## config.mk

```make
export PLATFORM = sky130hd
export DESIGN_NAME = mm_mac
export DESIGN_NICKNAME = d
export VERILOG_FILES = /design/src/design/mm_pkg.sv /design/src/design/mm_mac.sv
export SDC_FILE = /design/constraint.sdc
export NUM_CORES = 2
export LEC_CHECK = 0
export ABC_AREA = 1
export BUFFER_PORTS_ARGS = -buffer_cell sky130_fd_sc_hd__buf_4
export CORE_MARGIN = 5
export CORE_UTILIZATION = 58
export DETAILED_ROUTE_END_ITERATION = 7
export HOLD_SLACK_MARGIN = 0.02
export PLACE_DENSITY = 0.72
export RECOVER_POWER = 100
export SLEW_MARGIN = 20
export SYNTH_ARGS = -nofsm -noshare
export SYNTH_HDL_FRONTEND = slang
export SYNTH_SLANG_ARGS = --single-unit
```

## constraint.sdc

```tcl
create_clock -name i_clk -period 9.2 [get_ports i_clk]
set_input_delay 0.46 -clock i_clk [delete_from_list [all_inputs] [get_ports i_clk]]
set_output_delay 0.46 -clock i_clk [all_outputs]
set_load 0.05 [all_outputs]
```

## src/design/mm_pkg.sv

```systemverilog
// Shared types and constants for the fixed-point matrix multiply block.
// Used by the channel interfaces, the multiply-accumulate unit and the top level.
// No dependencies.
package mm_pkg;

    // Matrix shape limits and fixed-point format.
    localparam int MAX_DIM   = 8;
    localparam int FRAC_BITS = 16;

    // Field widths.
    localparam int IDX_W  = 3;
    localparam int DIM_W  = 4;
    localparam int VAL_W  = 32;
    localparam int KIND_W = 2;
    localparam int REG_W  = 2;

    // Element stores are addressed by {row, col}.
    localparam int ADDR_W    = 2 * IDX_W;
    localparam int MEM_DEPTH = 1 << ADDR_W;

    // Product and accumulator widths; the sum of MAX_DIM products needs
    // log2(MAX_DIM) guard bits above the product width.
    localparam int PROD_W = 2 * VAL_W;
    localparam int ACC_W  = PROD_W + $clog2(MAX_DIM);

    // Item kinds.
    typedef enum logic [KIND_W-1:0] {
        KIND_LOAD_A  = 2'd0,
        KIND_LOAD_B  = 2'd1,
        KIND_COMPUTE = 2'd2
    } t_kind;

    // Configuration register indexes.
    localparam logic [REG_W-1:0] REG_ROWS_A    = 2'd0;
    localparam logic [REG_W-1:0] REG_INNER_DIM = 2'd1;
    localparam logic [REG_W-1:0] REG_COLS_B    = 2'd2;

    // Reset value of each dimension register.
    localparam logic [DIM_W-1:0] DIM_RESET = DIM_W'(MAX_DIM);

    // Control that travels with a read pair into the multiply-accumulate unit.
    typedef struct packed {
        logic valid;
        logic first;
        logic last;
    } t_mac_ctl;

    // Finished dot product, already scaled and saturated.
    typedef struct packed {
        logic             done;
        logic [VAL_W-1:0] value;
        logic             sat;
    } t_mac_res;

    // A dimension register of zero acts as one; above MAX_DIM acts as MAX_DIM.
    function automatic logic [DIM_W-1:0] clamp_dim(input logic [DIM_W-1:0] d);
        logic [DIM_W-1:0] res;
        res = d;
        if (d == '0) begin
            res = DIM_W'(1);
        end else if (d > DIM_W'(MAX_DIM)) begin
            res = DIM_W'(MAX_DIM);
        end
        return res;
    endfunction

endpackage

```

## src/design/mm_mac.sv

```systemverilog
// Multiply-accumulate unit: one registered 32x32 product and a wide accumulator.
// Scales the finished sum by the fraction width and saturates it to 32 bits.
// Depends on mm_pkg.
module mm_mac (
    input  logic                            i_clk,
    input  logic                            i_rst_n,
    input  logic signed [mm_pkg::VAL_W-1:0] i_a,
    input  logic signed [mm_pkg::VAL_W-1:0] i_b,
    input  mm_pkg::t_mac_ctl                i_ctl,
    output mm_pkg::t_mac_res                o_res
);

    logic signed [mm_pkg::PROD_W-1:0] r_prod;
    logic signed [mm_pkg::ACC_W-1:0]  r_acc;
    mm_pkg::t_mac_ctl                 r_prod_ctl;
    logic                             r_done;
    logic [mm_pkg::ACC_W-1:mm_pkg::FRAC_BITS+mm_pkg::VAL_W-1] top_bits;
    logic                             sat;

    // Control pipeline.
    always_ff @(posedge i_clk) begin
        if (!i_rst_n) begin
            r_prod_ctl <= '0;
            r_done     <= 1'b0;
        end else begin
            r_prod_ctl <= i_ctl;
            r_done     <= r_prod_ctl.valid & r_prod_ctl.last;
        end
    end

    // Product stage, then accumulate; the first term of a dot product restarts the sum.
    always_ff @(posedge i_clk) begin
        r_prod <= mm_pkg::PROD_W'(i_a) * mm_pkg::PROD_W'(i_b);
        if (r_prod_ctl.valid) begin
            if (r_prod_ctl.first) begin
                r_acc <= mm_pkg::ACC_W'(r_prod);
            end else begin
                r_acc <= r_acc + mm_pkg::ACC_W'(r_prod);
            end
        end
    end

    // The scaled sum fits in 32 bits only if its sign bit and all bits above it agree.
    assign top_bits = r_acc[mm_pkg::ACC_W-1:mm_pkg::FRAC_BITS+mm_pkg::VAL_W-1];
    assign sat      = !((&top_bits) || (~|top_bits));

    always_comb begin
        o_res.done = r_done;
        o_res.sat  = sat;
        if (!sat) begin
            o_res.value = r_acc[mm_pkg::FRAC_BITS+mm_pkg::VAL_W-1:mm_pkg::FRAC_BITS];
        end else if (r_acc[mm_pkg::ACC_W-1]) begin
            o_res.value = {1'b1, {(mm_pkg::VAL_W-1){1'b0}}};
        end else begin
            o_res.value = {1'b0, {(mm_pkg::VAL_W-1){1'b1}}};
        end
    end

endmodule

```

# == After elaboration in Yosys (flattened, before gate mapping) ==
# Index checks and enable logic that the tools add are counted.
# classes
muxes,3
add_sub_neg,1
mul,1
bitwise,1
reduce_logical,5
# op_table
operator,count
67-bit by 64-bit adder with 67-bit output,1
67-bit 2-to-1 mux,1
32-bit by 32-bit multiplier with 64-bit output,1
32-bit 2-to-1 mux,2
20-bit AND reduction,1
20-bit OR reduction,1
1-bit zero test,2
1-bit bitwise AND,1
1-bit logical OR,1
# word_totals
reg_bits,135
output_inout_bits,34
wordCells,17
in_bits,69

# == Longest topological paths before layout ==
# logic_depth
ltp_word,4
mapped_depth,31
ltp_nobuf,30

# == Least setup slack after synthesis ==
# No wires, ideal clock.
# synth_path
path_type,input port to flip-flop
startpoint,input i_a[31] (netlist name)
endpoint,register r_prod[54] (netlist name)
t_arrival_ps,7075
path_buffers,1
path_slack_ps,2012
stages,27
required_time_ps,9087
setup_ps,113
path_cell_list,clkbuf_1 > nand2_1 > inv_1 > fa_1 > inv_1 > fa_1 > fa_1 > inv_1 > fa_1 > inv_1 > fa_1 > inv_1 > fa_1 > inv_1 > fa_1 > inv_1 > fa_1 > ha_1 > nand2_1 > nor2_2 > inv_2 > nor2_4 > inv_1 > nor4_1 > nand2_1 > nand4_1 > nand2_1
# synth_via
elab_chain_len,1
# synth_rtl
element,line_no,source
start: declaration,mm_mac.sv:7,"input logic signed [mm_pkg::VAL_W-1:0] i_a,"
32-bit by 32-bit multiplier with 64-bit output,mm_mac.sv:33,r_prod <= mm_pkg::PROD_W'(i_a) * mm_pkg::PROD_W'(i_b);
end signal: assignment,mm_mac.sv:33,
end: declaration,mm_mac.sv:13,logic signed [mm_pkg::PROD_W-1:0] r_prod;
# Every way passes these cells.
# A chain may end at the register's enable or synchronous reset.

# == Worst setup path after layout ==
# layout_path
startpoint,input i_b[5] (netlist name)
endpoint,register r_prod[58] (netlist name)
# layout_via
elab_chain_len,1
# layout_rtl
element,line_no,source
start: declaration,mm_mac.sv:8,"input logic signed [mm_pkg::VAL_W-1:0] i_b,"
32-bit by 32-bit multiplier with 64-bit output,mm_mac.sv:33,
# Every way passes these cells.

==> results.sh <==
export IMPL_h_tree_depth=4
export IMPL_cts_buffer_depth=2
export IMPL_async_reset_ff_share_pct=0
export IMPL_drt_iter0_drc=3292
export IMPL_path_max_fanout=32
export IMPL_place_area_mm2=0.04981
export IMPL_grt_pass1_wl_mm=231.2
export IMPL_start_kind="primary input"
export IMPL_synth_nets=7743
export IMPL_synth_warnings=0
export IMPL_port_buffers=102
export IMPL_outcome="complete, but fails checks"
export IMPL_grt_start_max_net_pins=77
export IMPL_drc_errors=0
export IMPL_vias=39320
export IMPL_gp_congestion=1.048
export IMPL_antenna_found_initial=1
export IMPL_start_util_pct=58.25
export IMPL_yosysUniqueCellTypes=51
export IMPL_clock_skew_final_ns=0.02574
export IMPL_routed_wirelength_mm=142.1
export IMPL_finalNetCount=7657
export IMPL_synth_main_ff_cell="dfxtp_1"
export IMPL_setup_slack_ns=1.018
export IMPL_avgSynthCellArea_um2=7.651
export IMPL_seq_area_frac_synth_pct=6.953
export IMPL_path_class="in2reg"
export IMPL_tightestPinTransition_ns=4.320
export IMPL_ctsHoldBuffers=0
export IMPL_final_common_cell="inv_1"
export IMPL_required_ns=9.56
export IMPL_tritoncts="done"
export IMPL_max_slew_margin_pct=-188.0
export IMPL_avgRoutedWirePerCell_um=19.34
export IMPL_io_pins=103
export IMPL_fmax_mhz=122.2
export IMPL_die_h_um=299.2
export IMPL_rsz0062_at_grt="false"
export IMPL_gr_usage_all_layers_pct=32.89
export IMPL_clock_sinks=135
export IMPL_cts_root_buf="clkbuf_16"
export IMPL_overflow=0
export IMPL_fin_tns_setup_ns=0
export IMPL_final_area_mm2=0.05017
export IMPL_worstPathArrival_ns=8.54
export IMPL_cap_violations=4
export IMPL_cts_setup_buffers=0
export IMPL_violations="max-capacitance violations, max-slew violations"
export IMPL_area_growth_pct=3.407
export IMPL_synthCells=6341
export IMPL_die_area_mm2=0.08953
export IMPL_cts_buffers=17
export IMPL_min_path_type="in2reg"
export IMPL_synth_area_mm2=0.04851
export IMPL_cts_resized=0
export IMPL_ys_ff_latch=135
export IMPL_cp_end_kind="flop"
export IMPL_dp_final_hpwl_mm=118.1
export IMPL_drive_gt1_share_pct=4.308
export IMPL_maxSlewViolCount=236
export IMPL_core_mm2=0.08329
export IMPL_grt_pass1_vias=42360
export IMPL_via_per_inst=5.350
export IMPL_dp_slack_ns=1.018
export IMPL_fin_crit_sh_pct=88.93
export IMPL_drt_pass1_iter_count=6
export IMPL_setup_viol=0
export IMPL_clk_pin_slew_ns=0.08
export IMPL_synth_edf_count=67
export IMPL_final_cell_mix="inv_1 (1841), nand2_1 (1775), fa_1 (1083)"
export IMPL_hold_viol=0
export IMPL_ant_nets=0
export IMPL_clk_latency_ns=0.47
export IMPL_die_w_um=299.2
export IMPL_rows=106
export IMPL_timing_final_crit_period_ns=8.182
final cells by class:
class	instances	area, µm²
Antenna cell	1	2.502
Clock buffer	17	425.4
Clock inverter	15	195.2
Fill cell	7685	33120
Inverter	1860	6982
Multi-Input combinational cell	4131	37050
Sequential cell	135	3376
Tap cell	1080	1351
Timing Repair Buffer	110	789.5
through the flow:
step / hold WS [ns] / instances / utilization [%]
2_1_floorplan: 0.4290 / 6341 / -
3_3_place_gp: 0.4508 / 7316 / 59.80
3_5_place_dp: 0.4602 / 7316 / 59.80
4_1_cts: 0.1529 / 7348 / 60.55
5_1_grt: 0.1714 / 7348 / 60.23
6_report: 0.1645 / 7349 / 60.23
critical path: stages:
cell and delay (ns):
clkbuf_2 0.69, nand2_1 0.29, inv_1 0.16, fa_1 0.40
inv_1 0.24, fa_1 0.56, fa_1 0.58, inv_1 0.07
fa_1 0.87, inv_1 0.38, fa_1 0.57, inv_1 0.05
fa_1 0.52, inv_1 0.05, fa_1 0.48, inv_1 0.05
fa_1 0.45, ha_1 0.40, nand2_1 0.12, nor2_1 0.11
inv_1 0.10, nor2_1 0.14, inv_1 0.09, nor4_1 0.34
nand3_1 0.16, nand4_1 0.11, nand2_1 0.06
path summary, 6_finish.rpt:
path | cells past startpoint | startpoint | slack, ns | end
setup / recovery | 27 | i_b[5] | 1.02 | r_prod[58]$_DFF_P_
hold / removal | 3 | i_ctl[2] | 0.16 | r_prod_ctl[2]$_SDFF_PN0_
setup reg to reg | 5 | r_prod_ctl[1]$_SDFF_PN0_ | 3.29 | r_acc[65]$_DFFE_PP_
hold reg to reg | 1 | r_prod_ctl[0]$_SDFF_PN0_ | 0.48 | r_done$_SDFF_PN0_
registers in the layout, indices dropped and copies added, names as in the netlist:
register	flops
r_done	1
r_prod_ctl	3
r_acc	67
r_prod	64
layer usage:
metal	up-vias	track usage, %	wire (µm)
met4	0	10.51	5348
li1	17830	-	-
met5	-	0	0
met1	19470	44.94	57950
met3	323	4.889	11700
met2	1685	54.76	67130
cells by family (layout without fill, tap and decap cells):
family          after synthesis  in the layout  synth area share, %
simple gates               2377           2377                20.19
buf+inv                    2075           2002                16.23
fa+ha+maj                  1333           1333                51.14
compound gates              358            358                4.353
flops                       135            135                6.953
xor+xnor                     63             63                1.137
other cells                   0              1                    0
Yosys cell counts, types with 5 or more instances:
cell type	number	area [µm²]
edfxtp_1	67	2012
o21ai_0	83	415.4
xnor2_1	16	140.1
nor2_2	43	269.0
or2_2	20	125.1
nor4_2	6	75.07
nand3b_1	23	172.7
a31oi_1	10	62.56
nand3_2	10	100.1
nor3_2	5	50.05
inv_2	19	71.32
o21ai_2	33	289.0
o21ai_1	15	75.07
o21a_1	5	37.54
inv_1	1840	6907
nand2_1	1766	6629
a21o_1	10	75.07
ha_1	250	3128
nor2_1	257	964.7
a21oi_1	157	785.8
o21bai_1	23	172.7
nand2_2	39	244.0
nor4_1	11	68.82
xor2_1	47	411.6
clkbuf_1	202	758.2
nand3_1	134	670.6
a21oi_2	6	52.55
dfxtp_1	68	1361
fa_1	1083	21680
nor2_4	7	78.83
nor3_1	15	75.07
or2_1	8	50.05
nand4_1	28	175.2
Power is not shown: default switching activity piles up to over one toggle a cycle in this logic, so the estimate is an artifact.
